<file path="config.mk">
export PLATFORM = sky130hd
export DESIGN_NAME = mnps_sqdist
export DESIGN_NICKNAME = d
export VERILOG_FILES = /design/src/hdl/mnps_pkg.sv /design/src/hdl/mnps_sqdist.sv
export SDC_FILE = /design/constraint.sdc
export NUM_CORES = 2
export LEC_CHECK = 0
export ABC_AREA = 1
export BUFFER_PORTS_ARGS = -buffer_cell sky130_fd_sc_hd__buf_2
export CAP_MARGIN = 20
export CORE_ASPECT_RATIO = 1.4
export CORE_MARGIN = 3
export CORE_UTILIZATION = 35
export DETAILED_ROUTE_END_ITERATION = 8
export PLACE_DENSITY = 0.51
export SYNTH_ARGS = -nofsm -noshare
export SYNTH_HDL_FRONTEND = slang
export SYNTH_SLANG_ARGS = --single-unit
</file>
<file path="constraint.sdc">
create_clock -name clock -period 21.5 [get_ports clock]
set_clock_uncertainty 0.15 [all_clocks]
set_input_delay 3.225 -clock clock [delete_from_list [all_inputs] [get_ports clock]]
set_output_delay 3.225 -clock clock [all_outputs]
set_load 0.03 [all_outputs]
</file>
<file path="src/hdl/mnps_pkg.sv">
// ----------------------------------------------------------------------------
// Masked nearest point search: shared definitions
// Widths, operation codes, the control state type and the record types used
// by the channels, the memories and the squared-distance pipeline.
// ----------------------------------------------------------------------------
package mnps_pkg;

   localparam int MAX_POINTS = 4096;
   localparam int MAX_SLOTS  = 1024;
   localparam int PIDX_W     = $clog2(MAX_POINTS);
   localparam int SIDX_W     = $clog2(MAX_SLOTS);
   localparam int LEN_W      = 11;
   localparam int COORD_W    = 32;
   localparam int SQ_W       = 2 * COORD_W;
   localparam int DSQ_W      = SQ_W + 1;

   // Operation codes of the mode field. The fourth code is a no-op.
   localparam logic [1:0] MODE_WR_POINT = 2'd0;
   localparam logic [1:0] MODE_WR_SLOT  = 2'd1;
   localparam logic [1:0] MODE_QUERY    = 2'd2;

   typedef enum logic {
      ST_IDLE,
      ST_SCAN
   } mnps_state_type;

   typedef struct packed {
      logic signed [COORD_W-1:0] x;
      logic signed [COORD_W-1:0] y;
      logic signed [COORD_W-1:0] z;
   } mnps_point_type;

   typedef struct packed {
      logic              masked;
      logic [PIDX_W-1:0] idx;
   } mnps_slot_type;

   typedef struct packed {
      logic [PIDX_W-1:0] idx;
      mnps_point_type    pt;
   } mnps_cand_type;

endpackage

</file>
<file path="src/hdl/mnps_sqdist.sv">
// ----------------------------------------------------------------------------
// Masked nearest point search: squared planar distance pipeline
// Three registered stages: absolute differences, squares, and the 65-bit sum.
// ----------------------------------------------------------------------------
module mnps_sqdist import mnps_pkg::*; (
   input  logic                      clock,
   input  logic                      reset,
   input  logic                      in_valid,
   input  mnps_cand_type             in_cand,
   input  logic signed [COORD_W-1:0] query_lat,
   input  logic signed [COORD_W-1:0] query_lon,
   output logic                      out_valid,
   output mnps_cand_type             out_cand,
   output logic [DSQ_W-1:0]          out_dsq,
   output logic                      busy
);

   // The difference of two 32-bit signed values has a magnitude below 2^32.
   function automatic logic [COORD_W-1:0] abs_diff(
      input logic signed [COORD_W-1:0] a,
      input logic signed [COORD_W-1:0] b
   );
      logic signed [COORD_W:0] d;
      logic signed [COORD_W:0] n;
      d = {a[COORD_W-1], a} - {b[COORD_W-1], b};
      n = -d;
      return d[COORD_W] ? n[COORD_W-1:0] : d[COORD_W-1:0];
   endfunction

   logic               a_valid_ff, b_valid_ff, c_valid_ff;
   mnps_cand_type      a_cand_ff, b_cand_ff, c_cand_ff;
   logic [COORD_W-1:0] a_dx_ff, a_dy_ff;
   logic [SQ_W-1:0]    b_sqx_ff, b_sqy_ff;
   logic [DSQ_W-1:0]   c_dsq_ff;

   always_ff @(posedge clock) begin
      if (reset) begin
         a_valid_ff <= 1'b0;
         b_valid_ff <= 1'b0;
         c_valid_ff <= 1'b0;
      end else begin
         a_valid_ff <= in_valid;
         b_valid_ff <= a_valid_ff;
         c_valid_ff <= b_valid_ff;
      end
   end

   always_ff @(posedge clock) begin
      a_cand_ff <= in_cand;
      a_dx_ff   <= abs_diff(query_lon, in_cand.pt.x);
      a_dy_ff   <= abs_diff(query_lat, in_cand.pt.y);
      b_cand_ff <= a_cand_ff;
      b_sqx_ff  <= SQ_W'(a_dx_ff) * SQ_W'(a_dx_ff);
      b_sqy_ff  <= SQ_W'(a_dy_ff) * SQ_W'(a_dy_ff);
      c_cand_ff <= b_cand_ff;
      c_dsq_ff  <= {1'b0, b_sqx_ff} + {1'b0, b_sqy_ff};
   end

   assign out_valid = c_valid_ff;
   assign out_cand  = c_cand_ff;
   assign out_dsq   = c_dsq_ff;
   assign busy      = a_valid_ff | b_valid_ff | c_valid_ff;

endmodule

</file>
# [Yosys cells after proc, flatten, opt, wreduce, memory -nomap -nowiden]
# Index checks and enable logic that the tools add are counted.
[totals] ff_bits=584 latch_bits=0 ramBits=0 romBits=0 input_bits=175 wordCells=31 n_memories=0
[classes] addsub=5 n_mul=2 n_div=0 n_lt_le_gt_ge=0 eq_ne=0 shift=0 mux=2 n_bitwise=2 n_reduce_logical=0
[ops] operator="$mul 32x32->64" count=2
[ops] operator="$sub 32x32->33" count=2
[ops] operator="$add 64x64->65" count=1
[ops] operator="$mux 32" count=2
[ops] operator="$neg 32->32" count=2
[ops] operator="$or 1x1->1" count=2

# [Depth between registers and ports, before layout]
[logic_depth] ltp_word=3 mapped_depth=36 depth_no_buf=35

# [Worst setup path after synthesis]
# OpenSTA, ideal clock, no wires.
[synth_timing] kind="register to register" start="register a_dy_ff[14]" end="register b_sqy_ff[60]" t_arrival_ps=6859 required_ps=21278 setup_slack_ps=14419 path_stages_with_launch=33 path_buffers=2 period_less_slack_ps=7081 path_cell_list="dfxtp_1 clkbuf_1 buf_1 nand2_1 fa_1 inv_1 fa_1 inv_1 fa_1 fa_1 inv_1 fa_1 inv_1 fa_1 inv_1 fa_1 fa_1 ha_1 nand2_1 nor2_1 nand2_1 nor3_1 nand2_1 nand3_1 nand2_1 nand2_1 nand2_1 nand2_1 nand2_1 nand2_1 nand2_1 nand2_1 xor2_1"
[synth_via] elab_chain_cells=1
[synth_lines] element="start: declaration" line="mnps_sqdist.sv:32" text="logic [COORD_W-1:0] a_dx_ff, a_dy_ff;"
[synth_lines] element="start signal: assignment" line="mnps_sqdist.sv:51" text="a_dy_ff <= abs_diff(query_lat, in_cand.pt.y);"
[synth_lines] element="$mul 32x32->64" line="mnps_sqdist.sv:54" text="b_sqy_ff <= SQ_W'(a_dy_ff) * SQ_W'(a_dy_ff);"
[synth_lines] element="end signal: assignment" line="mnps_sqdist.sv:54"
[synth_lines] element="end: declaration" line="mnps_sqdist.sv:33" text="logic [SQ_W-1:0] b_sqx_ff, b_sqy_ff;"
# No other way between the ends.
# A chain may end at the register's enable or synchronous reset.

# [Worst setup path in the final report]
[layout_timing] start="register a_dy_ff[13]" end="register b_sqy_ff[59]"
# Same word-level chain as after synthesis.

==> reports/qor.csv <==
metric,value,unit
outcome,finished clean,
path_buf_inv,6,
drt-total-wl,259,mm
wl_per_cell,19.6,um
synth.area.top_cells,"fa_1, dfxtp_1, inv_1",
area_growth,9.51,%
clk_latency,0.68,ns
final_nets,12600,
fmax,126,MHz
vias,62000,
timing.final.crit_period,7.95,ns
setup_viol,0,
cts.sinks,582,
antenna_found_initial,24,
maxCapViolCount,0,
num_io_pins,350,
critPathMostFrequentCell,fa_1,
numCtsBuffers,67,
synthDistinctLibCells,43,
drtIter0Drc,2821,
floorplan.rows,209,
grt_pass1_wl,404,mm
critPathMaxStageDelay,0.60,ns
antenna_left,0,
cp.arrival,8.40,ns
initial_core_util,35.4,%
firstDrtPassIters,8,
core,232000,um^2
cts-resized-gates,0,
synthArstFlopShare,0,%
path_class,register to register,
rsz0062_at_grt,false,
fin_hold_ws,0.161,ns
critPathLaunchType,register,
ys.flop_type,dfxtp_1,
relSlewSlack,33.9,%
cts_buffer_depth,3,
syn_nets,12300,
cp.required,21.95,ns
die-area,241000,um^2
yosysWarnings,0,
place_hpwl,216,mm
cts_root_buffer,clkbuf_16,
grt.total_usage,22.0,%
ys_ff_latch,582,
cp_max_fo,21,
cts_tree,built,
final_layout_size_suffix_gt1_share,5.93,%
drc,0,
grt-ovfl-total,0,
finalMaxSlewViolations,0,
synth_top_cell_area_share,38.7,%
cts_hold_buffers,0,
cp_slowest_cell,dfxtp_1,
netlist_instances,9853,
syn_area,82200,um^2
grt_pass1_vias,70500,
clk_pin_slew,0.07,ns
viasPerCell,4.67,
yosys.area.top_type,fa_1,
post-cts-setup-buffers,0,
endpoint_kind,register,
fin_cells,13300,
avgSynthCellArea,8.34,um^2
die_x,416,um
grt_max_degree,39,
worst_pin_slew,0.988,ns
hold_viol,0,
dp_cells,13100,
ys_seq_area_share,14.2,%
htreeDepth,3,
gp_congestion,0.925,
port_buffers,349,
critical-path-top-delay-family,adder cells,
hp-class,register to register,
die_height,579,um
synth_edf_count,0,
period_share,37.0,%
final.setup.tns,0,ns
[cell families (layout without fill, tap and decap cells)]
family / count (synthesis) / in the layout / share of synthesized area, %
fa+ha+maj: 2310 / 2310 / 49.7
flops: 582 / 582 / 14.2
simple gates: 2876 / 2876 / 13.9
xor+xnor: 307 / 307 / 3.28
buf+inv: 3100 / 3426 / 14.2
compound gates: 678 / 678 / 4.75
other cells: 0 / 26 / 0
[worst register-to-register path: stages (launching register included)]
cell	delay [ns]
dfxtp_1	0.60
buf_4	0.43
nand2_1	0.24
xor2_1	0.20
ha_1	0.20
o21bai_1	0.17
fa_1	0.54
inv_1	0.06
fa_1	0.48
fa_1	0.57
inv_1	0.06
fa_1	0.49
inv_1	0.05
fa_1	0.57
inv_1	0.06
fa_1	0.50
fa_1	0.41
ha_1	0.37
nand2_1	0.15
nor2_1	0.13
inv_1	0.08
nor4_1	0.44
nand3_1	0.14
nand3_1	0.26
a21o_1	0.20
nand2_1	0.06
nand2_1	0.07
xor2_1	0.17
[placed cells by master, fill, tap and decap left out, drive strengths merged]
| cell | count |
|---|---|
| nor3 | 38 |
| and3 | 7 |
| clkinvlp | 8 |
| xor2 | 221 |
| buf | 416 |
| xnor2 | 86 |
| clkinv | 16 |
| nor2 | 471 |
| a221oi | 6 |
| o21ai | 171 |
| a31o | 11 |
| a21boi | 15 |
| dfxtp | 582 |
| fa | 1588 |
| nand2 | 2072 |
| a31oi | 51 |
| a211oi | 2 |
| a21oi | 299 |
| a21o | 41 |
| o211a | 1 |
| nor4 | 20 |
| o221ai | 2 |
| o21a | 13 |
| ha | 722 |
| diode | 26 |
| clkbuf | 77 |
| o21bai | 56 |
| bufinv | 11 |
| inv | 2898 |
| nand4 | 30 |
| nand3 | 211 |
| o31ai | 4 |
| and2 | 4 |
| nand3b | 12 |
| or2 | 11 |
| o211ai | 6 |
[state kept, by name, summed over array words and instances, names as in the netlist]
| signal | count |
|---|---|
| out_cand | 108 |
| out_valid | 1 |
| a_valid_ff | 1 |
| b_sqx_ff | 63 |
| b_valid_ff | 1 |
| a_dx_ff | 32 |
| out_dsq | 65 |
| a_cand_ff | 108 |
| b_sqy_ff | 63 |
| a_dy_ff | 32 |
| b_cand_ff | 108 |
[Yosys cell counts, types with 6 or more instances]
| master | instances |
|---|---|
| nor4_1 | 20 |
| o21ai_0 | 166 |
| and3_1 | 7 |
| buf_1 | 26 |
| dfxtp_1 | 582 |
| a21o_1 | 41 |
| a31o_2 | 11 |
| o211ai_1 | 6 |
| clkbuf_1 | 180 |
| a21oi_1 | 294 |
| nor2_2 | 11 |
| a221oi_1 | 6 |
| or2_2 | 11 |
| nand3_1 | 207 |
| fa_1 | 1588 |
| ha_1 | 722 |
| o21a_1 | 13 |
| nor2_1 | 457 |
| a31oi_1 | 51 |
| xor2_1 | 221 |
| nand2_1 | 2051 |
| nand4_1 | 30 |
| o21bai_1 | 56 |
| xnor2_1 | 85 |
| nor3_1 | 38 |
| nand3b_1 | 12 |
| nand2_2 | 21 |
| inv_1 | 2887 |
| a21boi_0 | 13 |
[path summary, 6_finish.rpt]
kind | depth (start not counted) | startpoint | slack [ns] | endpoint
worst max-delay path | 27 | a_dy_ff[13] | 13.55 | b_sqy_ff[59]
worst min register to register | 0 | b_cand_ff[5] | 0.16 | out_cand[5]
worst min-delay path | 0 | b_cand_ff[5] | 0.16 | out_cand[5]
worst max register to register | 27 | a_dy_ff[13] | 13.55 | b_sqy_ff[59]
[layer usage]
| layer | wire length [um] | vias to the layer above | track usage [%] |
|---|---|---|---|
| li1 | - | 29100 | - |
| met1 | 98000 | 30900 | 24.4 |
| met2 | 139000 | 1447 | 42.2 |
| met3 | 9470 | 499 | 2.11 |
| met4 | 12600 | 14 | 9.86 |
| met5 | 100 | - | 0 |
[through the flow]
| step | worst slack, ns | area (um^2) | util (%) |
|---|---|---|---|
| floorplan | 14.42 | 82200 | - |
| detailed placement | 13.52 | 87400 | 37.6 |
| global placement | 13.56 | 87400 | 37.6 |
| finish | 13.55 | 90000 | 38.7 |
| global route | 13.10 | 90000 | 38.7 |
| CTS | 13.50 | 90000 | 38.7 |
[layout make-up]
type / instances / area (um^2)
diodes: 26 / 65.1
clock buffers: 77 / 1790
clock inverters: 46 / 721
fillers: 23900 / 142000
inverters: 2887 / 10800
multi-input cells: 6171 / 58900
flip-flops and latches: 582 / 11700
well taps: 3059 / 3830
repair buffers: 416 / 2250
Power is not shown: default switching activity piles up to over one toggle a cycle in this logic, so the estimate is an artifact.
